--- src/design/phe_pkg.sv ---
`timescale 1ns / 1ps
`default_nettype none
package phe_pkg;
  localparam int NumCoeffs = 5;
  localparam int FracBits = 16;
  localparam int CoeffIdxW = $clog2(NumCoeffs);

  localparam logic [2:0] RegMode   = 3'd0;
  localparam logic [2:0] RegOffset = 3'd1;
  localparam logic [2:0] RegScale  = 3'd2;

  localparam logic [1:0] ModePoly = 2'd0;
  localparam logic [1:0] ModeSin  = 2'd1;

  localparam logic signed [31:0] S1 = 32'sd1686629713;
  localparam logic signed [31:0] S3 = 32'sd693598668;
  localparam logic signed [31:0] S5 = 32'sd85569306;
  localparam logic signed [31:0] S7 = 32'sd5026988;
  localparam logic signed [31:0] S9 = 32'sd172271;

  typedef enum logic [3:0] {
    StIdle, StX, StXSum, StCoef, StPow, StSinZ2, StSinH7, StSinH5, StSinH3,
    StSinH1, StSinZ, StSinMul, StNext, StDone
  } state_e;

  // Operands for the shared multiplier.
  typedef struct packed {
    logic signed [34:0] a;
    logic signed [34:0] b;
  } mul_req_t;
endpackage
`default_nettype wire

--- src/design/phe_mul.sv ---
`timescale 1ns / 1ps
`default_nettype none
// Shared signed multiplier with a registered product.
module phe_mul (
  input  wire logic               clk_i,
  input  wire phe_pkg::mul_req_t  req_i,
  output logic signed [69:0]      prod_o
);
  always_ff @(posedge clk_i) begin
    prod_o <= req_i.a * req_i.b;
  end
endmodule
`default_nettype wire

--- src/design/polynomial_harmonic_evaluator_unit.sv ---
`timescale 1ns / 1ps
`default_nettype none
// Evaluates a five-term power polynomial or sine/cosine harmonic series at one Q16.16
// sample point per transfer, using a single shared multiplier under a sequencer. An item
// scales its argument, visits each higher coefficient in turn (a chain of products up to
// x^k per nonzero coefficient k in power mode, a sine polynomial per nonzero coefficient
// in harmonic mode) and finishes; the shared multiplier takes one product per cycle. The
// block is not ready while an item is in work, and it holds its last item until the
// output register is free; a result that waits there does not hold back the next input.
module polynomial_harmonic_evaluator_unit (
  input  wire logic        clk_i,
  input  wire logic        rst_ni,
  input  wire logic        cfg_we_i,
  input  wire logic [2:0]  cfg_idx_i,
  input  wire logic [31:0] cfg_data_i,
  input  wire logic        s_axis_tvalid,
  output logic             s_axis_tready,
  input  wire logic [31:0] s_axis_tdata,   // [31:0] sample_point
  output logic             m_axis_tvalid,
  input  wire logic        m_axis_tready,
  output logic [31:0]      m_axis_tdata,   // [31:0] value
  output logic             m_axis_tuser    // [0] overflow
);
  localparam int F = phe_pkg::FracBits;

  logic [1:0] mode_q;
  logic signed [31:0] off_q, scale_q;
  logic signed [31:0] coef_q [phe_pkg::NumCoeffs];

  always_ff @(posedge clk_i or negedge rst_ni) begin
    if (!rst_ni) begin
      mode_q  <= phe_pkg::ModePoly;
      off_q   <= '0;
      scale_q <= 32'sd1 <<< F;
      for (int i = 0; i < phe_pkg::NumCoeffs; i++) coef_q[i] <= '0;
    end else if (cfg_we_i) begin
      case (cfg_idx_i)
        phe_pkg::RegMode:   mode_q  <= cfg_data_i[1:0];
        phe_pkg::RegOffset: off_q   <= cfg_data_i;
        phe_pkg::RegScale:  scale_q <= cfg_data_i;
        default: begin
          for (int i = 1; i < phe_pkg::NumCoeffs; i++)
            if (int'(cfg_idx_i) == i + 3) coef_q[i] <= cfg_data_i;
          if (int'(cfg_idx_i) == 3) coef_q[0] <= cfg_data_i;
        end
      endcase
    end
  end

  phe_pkg::state_e state_q, state_d;
  phe_pkg::mul_req_t req;
  logic signed [69:0] prod;
  phe_mul u_mul (.clk_i, .req_i(req), .prod_o(prod));

  logic signed [31:0] t_q, t_d, x_q, x_d, acc_q, acc_d;
  logic signed [35:0] sum_q, sum_d;
  logic signed [31:0] z_q, z_d, z2_q, z2_d;
  logic [2:0] k_q, k_d, i_q, i_d;
  logic quad2_q, quad2_d;
  logic xov_q, xov_d, ov_q, ov_d, xused_q, xused_d;
  logic [31:0] res_q, res_d;
  logic resov_q, resov_d;

  // Rounded Q product and its saturated value.
  logic signed [69:0] rnd;
  logic signed [53:0] rsh;
  logic signed [31:0] rsat;
  logic rovf;
  always_comb begin
    rnd  = prod + (70'sd1 <<< (F - 1));
    rsh  = 54'(rnd >>> F);
    rovf = (rsh > 54'sd2147483647) || (rsh < -54'sd2147483648);
    rsat = rovf ? (rsh[53] ? 32'sh80000000 : 32'sh7fffffff) : rsh[31:0];
  end
  logic signed [39:0] q30;
  assign q30 = 40'(prod >>> 30);

  logic [31:0] u;
  logic [F-1:0] p;
  logic signed [31:0] mag;
  logic signed [39:0] sc;
  logic signed [54:0] fs;

  always_comb begin
    state_d = state_q; t_d = t_q; x_d = x_q; acc_d = acc_q; sum_d = sum_q;
    z_d = z_q; z2_d = z2_q; k_d = k_q; i_d = i_q; quad2_d = quad2_q;
    xov_d = xov_q; ov_d = ov_q; xused_d = xused_q; res_d = res_q; resov_d = resov_q;
    req.a = '0; req.b = '0;
    s_axis_tready = 1'b0;
    p = '0; u = '0; mag = '0; sc = '0; fs = '0;
    case (state_q)
      phe_pkg::StIdle: begin
        s_axis_tready = 1'b1;
        if (s_axis_tvalid) begin
          t_d = s_axis_tdata; state_d = phe_pkg::StX;
        end
      end
      phe_pkg::StX: begin
        req.a = 35'(scale_q); req.b = 35'(t_q); state_d = phe_pkg::StXSum;
      end
      phe_pkg::StXSum: begin
        // Offset plus rounded product, saturated to 32 bits.
        fs = 55'(off_q) + 55'(rsh);
        xov_d = (fs > 55'sd2147483647) || (fs < -55'sd2147483648);
        x_d = xov_d ? (fs[54] ? 32'sh80000000 : 32'sh7fffffff) : fs[31:0];
        sum_d = 36'(coef_q[0]); ov_d = 1'b0; xused_d = 1'b0;
        k_d = 3'd1; state_d = phe_pkg::StCoef;
      end
      phe_pkg::StCoef: begin
        if (int'(k_q) >= phe_pkg::NumCoeffs) state_d = phe_pkg::StDone;
        else if (coef_q[k_q[phe_pkg::CoeffIdxW-1:0]] == 0) k_d = k_q + 3'd1;
        else begin
          xused_d = 1'b1;
          acc_d = coef_q[k_q[phe_pkg::CoeffIdxW-1:0]];
          i_d = '0;
          if (mode_q == phe_pkg::ModePoly) begin
            req.a = 35'(coef_q[k_q[phe_pkg::CoeffIdxW-1:0]]); req.b = 35'(x_q);
            state_d = phe_pkg::StPow;
          end else begin
            p = F'(x_q * 32'(k_q));
            u = {p, {(32-F){1'b0}}};
            if (mode_q != phe_pkg::ModeSin) u = u + 32'h40000000;
            quad2_d = u[31];
            z_d = u[30] ? (32'sd1073741824 - {2'b0, u[29:0]}) : {2'b0, u[29:0]};
            state_d = phe_pkg::StSinZ2;
          end
        end
      end
      phe_pkg::StPow: begin
        if (rovf) ov_d = 1'b1;
        if (i_q + 3'd1 == k_q) begin
          sum_d = sum_q + 36'(rsat); state_d = phe_pkg::StNext;
        end else begin
          req.a = 35'(rsat); req.b = 35'(x_q); i_d = i_q + 3'd1;
        end
      end
      phe_pkg::StSinZ2: begin
        req.a = 35'(z_q); req.b = 35'(z_q); state_d = phe_pkg::StSinH7;
        acc_d = phe_pkg::S9;
      end
      phe_pkg::StSinH7: begin
        z2_d = q30[31:0];
        req.a = 35'(acc_q); req.b = 35'(q30[31:0]); state_d = phe_pkg::StSinH5;
      end
      phe_pkg::StSinH5: begin
        acc_d = phe_pkg::S7 - q30[31:0];
        req.a = 35'(phe_pkg::S7 - q30[31:0]); req.b = 35'(z2_q); state_d = phe_pkg::StSinH3;
      end
      phe_pkg::StSinH3: begin
        req.a = 35'(phe_pkg::S5 - q30[31:0]); req.b = 35'(z2_q); state_d = phe_pkg::StSinH1;
      end
      phe_pkg::StSinH1: begin
        req.a = 35'(phe_pkg::S3 - q30[31:0]); req.b = 35'(z2_q); state_d = phe_pkg::StSinZ;
      end
      phe_pkg::StSinZ: begin
        req.a = 35'(phe_pkg::S1 - q30[31:0]); req.b = 35'(z_q); state_d = phe_pkg::StSinMul;
      end
      phe_pkg::StSinMul: begin
        sc = q30;
        if (sc > 40'sd1073741824) sc = 40'sd1073741824;
        if (sc < 0) sc = '0;
        mag = 32'((sc + (40'sd1 <<< (29 - F))) >>> (30 - F));
        if (quad2_q) mag = -mag;
        req.a = 35'(coef_q[k_q[phe_pkg::CoeffIdxW-1:0]]); req.b = 35'(mag);
        acc_d = coef_q[k_q[phe_pkg::CoeffIdxW-1:0]];
        state_d = phe_pkg::StNext;
      end
      phe_pkg::StNext: begin
        // After a harmonic term the coefficient product is ready in this cycle.
        if (mode_q != phe_pkg::ModePoly) sum_d = sum_q + 36'(rsh);
        k_d = k_q + 3'd1; state_d = phe_pkg::StCoef;
      end
      phe_pkg::StDone: begin
        resov_d = ov_q | (xused_q & xov_q);
        if (sum_q > 36'sd2147483647) begin res_d = 32'h7fffffff; resov_d = 1'b1; end
        else if (sum_q < -36'sd2147483648) begin res_d = 32'h80000000; resov_d = 1'b1; end
        else res_d = sum_q[31:0];
        if (!m_axis_tvalid || m_axis_tready) state_d = phe_pkg::StIdle;
        else state_d = phe_pkg::StDone;
        if (m_axis_tvalid && !m_axis_tready) begin res_d = res_q; resov_d = resov_q; end
      end
      default: state_d = phe_pkg::StIdle;
    endcase
  end

  logic val_q;
  always_ff @(posedge clk_i or negedge rst_ni) begin
    if (!rst_ni) begin
      state_q <= phe_pkg::StIdle; val_q <= 1'b0;
    end else begin
      state_q <= state_d;
      if (state_q == phe_pkg::StDone && (!val_q || m_axis_tready)) val_q <= 1'b1;
      else if (m_axis_tready) val_q <= 1'b0;
    end
  end

  always_ff @(posedge clk_i) begin
    t_q <= t_d; x_q <= x_d; acc_q <= acc_d; sum_q <= sum_d; z_q <= z_d; z2_q <= z2_d;
    k_q <= k_d; i_q <= i_d; quad2_q <= quad2_d; xov_q <= xov_d; ov_q <= ov_d;
    xused_q <= xused_d;
    if (state_q != phe_pkg::StDone || !val_q || m_axis_tready) begin
      res_q <= res_d; resov_q <= resov_d;
    end
  end

  assign m_axis_tvalid = val_q;
  assign m_axis_tdata  = res_q;
  assign m_axis_tuser  = resov_q;
endmodule
`default_nettype wire
--- config.mk ---
export PLATFORM = sky130hd
export DESIGN_NAME = polynomial_harmonic_evaluator_unit
export DESIGN_NICKNAME = d
export VERILOG_FILES = /design/src/design/phe_pkg.sv /design/src/design/phe_mul.sv /design/src/design/polynomial_harmonic_evaluator_unit.sv
export SDC_FILE = /design/constraint.sdc
export NUM_CORES = 2
export LEC_CHECK = 0
export ABC_AREA = 1
export BUFFER_PORTS_ARGS = -buffer_cell sky130_fd_sc_hd__buf_4
export CORE_UTILIZATION = 25
export CTS_BUF_LIST = sky130_fd_sc_hd__clkbuf_8
export CTS_CLUSTER_SIZE = 14
export DETAILED_ROUTE_END_ITERATION = 8
export SYNTH_ARGS = -nofsm -noshare
export SYNTH_HDL_FRONTEND = slang
export SYNTH_HIERARCHICAL = 1
export SYNTH_SLANG_ARGS = --single-unit
--- constraint.sdc ---
create_clock -name clk_i -period 17.6 [get_ports clk_i]
set_input_delay 2.64 -clock clk_i [delete_from_list [all_inputs] [get_ports clk_i]]
set_output_delay 2.64 -clock clk_i [all_outputs]
set_load 0.02 [all_outputs]
======== Word-level counts from Yosys, hierarchy flattened ========
Index checks and enable logic that the tools add are counted.
word-level totals
  bits of input ports ..................... 72
  logic and storage cells ................. 187
  output and inout port bits .............. 35
  register bits after elaboration ......... 540
cells by class
  magnitude comparators ................... 10
  multipliers ............................. 2
  add/subtract/negate cells ............... 15
  muxes and demuxes ....................... 52
  reduce and logical (&&, ||, !) cells .... 42
  bitwise operators ....................... 8
  equality and inequality tests ........... 32
operators by type and width
  kind                                                           number
  case mux 70 bit (10 select lines)                              1
  two-way mux 32 bit                                             15
  two-way mux 70 bit                                             4
  two-way mux 40 bit                                             4
  case mux 32 bit (4 select lines)                               1
  case mux 36 bit (3 select lines)                               1
  binary-select mux 32 bit (select 3 bit)                        1
  two-way mux 36 bit                                             2
  adder 70 x 17 -> 70 bit (second input constant)                1
  multiplier 35 x 35 -> 70 bit                                   1
  adder 32 x 54 -> 55 bit                                        1
  > comparator 55 x 32 -> 1 bit (second input constant)          1
  less-than comparator 55 x 32 -> 1 bit (second input constant)  1
  > comparator 54 x 32 -> 1 bit (second input constant)          1
  less-than comparator 54 x 32 -> 1 bit (second input constant)  1
  case mux 4 bit (13 select lines)                               1
  adder 40 x 15 -> 40 bit (second input constant)                1
  > comparator 40 x 32 -> 1 bit (second input constant)          1
  less-than comparator 40 x 1 -> 1 bit (second input constant)   1
  adder 36 x 32 -> 36 bit                                        1
  adder 36 bit                                                   1
  > comparator 36 x 32 -> 1 bit (second input constant)          1
  less-than comparator 36 x 32 -> 1 bit (second input constant)  1
  AND reduction 3 bit                                            11
  other kinds (49)                                               106

======== Depth between registers and ports, before layout ========
  word-level depth ........................ 11
  gate-level depth with buffers ........... 61
  depth with buffers taken out ............ 58

======== Cells and area by module ========
Netlist, hierarchy kept.
by module, submodules not included
  module                              times used  seq. area each (um^2)  cells each  area each (um^2)
  phe_mul                             1           1401.3                 6222        48465.2
  polynomial_harmonic_evaluator_unit  1           12448.2                5137        35464.0

======== Least setup slack after synthesis ========
No wires, ideal clock.
  path type ............................... reg-to-reg
  start point ............................. register state_q[0]
  end point ............................... register u_mul.prod_o[65]
  path buffers ............................ 2
  slack ................................... 7397 ps
  clock period less this slack ............ 10203 ps
  setup time .............................. 112 ps
  required time ........................... 17488 ps
  arrival time ............................ 10090 ps
  cell stages (with the launch flop) ...... 45
  path through ............................ dfrtp_1 nor2_1 inv_1 nor2_1 inv_1 ha_1 inv_1 nor2_1 nor2_1 o21ai_0 nand3_1 nand3_1 nand2_1 o21ai_0 a21oi_1 o41ai_1 nand3_1 clkbuf_1 [9 not listed] fa_1 inv_1 fa_1 fa_1 fa_1 inv_1 fa_1 inv_1 ha_1 a21oi_1 nand2_1 o21bai_1 nand2_1 nand2_1 a21oi_1 nand2_1 nand2_1 nand2_1
RTL lines
  item                      line                                       RTL
  start: declaration        polynomial_harmonic_evaluator_unit.sv:50   phe_pkg::state_e state_q, state_d;
  start signal: assignment  polynomial_harmonic_evaluator_unit.sv:191  state_q <= state_d;
  end signal: assignment    phe_mul.sv:10                              prod_o <= req_i.a * req_i.b;
  end: declaration          phe_mul.sv:7                               output logic signed [69:0] prod_o

==> reports/results.tsv <==
metric	value	unit
ctsHtreeMaxLevel	3	
slew_viol_final	0	
syn_nets	13080	
post_cts_resized	0	
drt_pass1_iterations	7	
vias	72890	
rsz0062_at_grt	false	
worst-path-max-fanout	48	
netlist_instances	11330	
grt.overflow.total	0	
final-setup-viol-count	0	
synth_warnings	6	
cts_tree	done	
critical_path.endpoint_type	flip-flop	
cp.required	18.30	ns
max_slew_margin	5.412	%
cap_violations	0	
status	complete, no violations	
cpLargestDelayFamily	adder cells	
die_h	580.1	um
met2_usage	30.08	%
ios	107	
postRouteAntennaNets	0	
final_cells	15670	
grt_max_degree	120	
critPathKind	reg2reg	
drive_gt1_share	6.004	%
placedCellCount	15480	
dpl.hpwl	258400	um
grt_pass1_vias	72210	
netlist_area	83550	um^2
finalHoldViolCount	0	
gp_congestion	1.044	
coreArea	331300	um^2
final.setup.tns	0	ns
die-area	336500	um^2
r2r_cells	39	
grt_pass1_wl	474900	um
wire_per_inst	20.32	um
clk_path_buf_depth	3	
post_cts_buffers	0	
critPathArrivalTime	13.13	ns
fill_cells	36220	
start_kind	flip-flop	
num_rows	211	
viasPerCell	4.652	
hold_buffers	0	
min_period	12.43	ns
fmax	80.42	MHz
path_buf_inv	10	
min_path_type	reg2reg	
path_common_cell	nand2_1	
antenna_found_initial	29	
postSynthAreaPerCell	7.372	um^2
cts_sinks	508	
fin_nets	12960	
busiest_layer	met2	
final_core_util	27.56	%
met3_usage	2.953	%
worst-path-stages	39	
post-route-drc-count	0	
period_share	70.65	%
cts.clk_slew.worst_paths	0.08	ns
drt-initial-drc-count	6949	
cp_slowest_stage_delay	0.84	ns
cts-buffers-inserted	95	
worstMarginPinSlew	1.404	ns
fp.dieW	580.1	um
whs_path_depth	2	
gr-usage-all-layers	18.71	%
area_growth	9.303	%
wl	318300	um
grtUsageMet1	25.05	%
initial_utilization	25.22	%
insertion_delay	0.83	ns
portBuffers	106	
clock-skew-final	0.07261	ns
crit_slowest_cell	dfxtp_1	
rrSetupSlack	5.17	ns
cts-root-buf	clkbuf_8	
==> metal layers <==
metal / wire length, um / part of all wire (%) / vias to the layer above
met1: 135700 / 43 / 36050
met2: 143400 / 45 / 2869
met3: 24240 / 7.6 / 559
met5: 41 / 0.013 / -
li1: - / - / 33400
met4: 14950 / 4.7 / 6
==> area by class of cell <==
cell class	count	area, um^2	share of cell area (%)
multi-input cells	7521	57670	63.15
flip-flops and latches	508	13550	14.84
inverters	2837	10670	11.68
well taps	4366	5463	5.982
repair buffers	248	1869	2.047
clock buffers	115	1583	1.733
clock inverters	63	496.7	0.5439
diodes	10	25.02	0.02740
==> metrics by stage <==
step                cell area, um^2  setup slack, ns  hold slack [ns]
floorplan                     83550            7.397           0.4029
global placement              89220            5.242           0.4648
detailed placement            89220            5.239           0.4726
CTS                           91300            5.246           0.4874
global route                  91300            4.255           0.4982
finish                        91320            5.166           0.4823
==> registers in the layout (all words and copies together) (netlist names) <==
| signal | flops |
|---|---|
| acc_q | 32 |
| coef_q | 160 |
| i_q | 3 |
| k_q | 3 |
| m_axis_tdata | 32 |
| m_axis_tuser | 1 |
| m_axis_tvalid | 1 |
| mode_q | 2 |
| off_q | 32 |
| ov_q | 1 |
| quad2_q | 1 |
| scale_q | 32 |
| state_q | 4 |
| sum_q | 36 |
| t_q | 32 |
| u_mul/prod_o | 55 |
| x_q | 32 |
| xov_q | 1 |
| xused_q | 1 |
| z2_q | 32 |
| z_q | 15 |
==> cell usage in the layout, fill, tap and decap left out, drive strengths merged, types with 7 or more instances in the layout <==
cell type	n
o21a	10
o21ai	614
dfxtp	55
o211ai	15
nor2	658
a221oi	31
edfxtp	222
a21o	11
o2111ai	8
ha	345
clkinv	39
bufinv	7
a21oi	346
clkbuf	115
nand4	80
a211oi	17
nand3b	19
xor2	121
diode	10
nand2	3173
buf	248
o21bai	31
fa	1328
a31oi	16
xnor2	37
o22ai	10
nor3	76
nor4	26
or2	32
nand3	467
dfrtp	230
inv	2851
==> worst min-delay path: cells and delay by family, from the launching register on <==
| kind | cells | cell delay [ns] |
|---|---|---|
| DFF | 1 | 0.34 |
| AOI/OAI and AO/OA | 1 | 0.06 |
| and+or+nand+nor | 1 | 0.05 |
==> path summary, 6_finish.rpt <==
kind | endpoint | startpoint
setup reg to reg | u_mul/prod_o[68]$_DFF_P_ | u_mul/prod_o[57]$_DFF_P_
hold / removal | coef_q[158]$_DFFE_PN0P_ | coef_q[158]$_DFFE_PN0P_
min in group asynchronous | coef_q[22]$_DFFE_PN0P_ | rst_ni
hold reg to reg | coef_q[158]$_DFFE_PN0P_ | coef_q[158]$_DFFE_PN0P_
setup / recovery | u_mul/prod_o[68]$_DFF_P_ | u_mul/prod_o[57]$_DFF_P_
max in group asynchronous | off_q[7]$_DFFE_PN0P_ | rst_ni
Power is left out: the tool's default activity adds up to more than one toggle a clock period on the data nets, which glitch-free logic cannot reach.
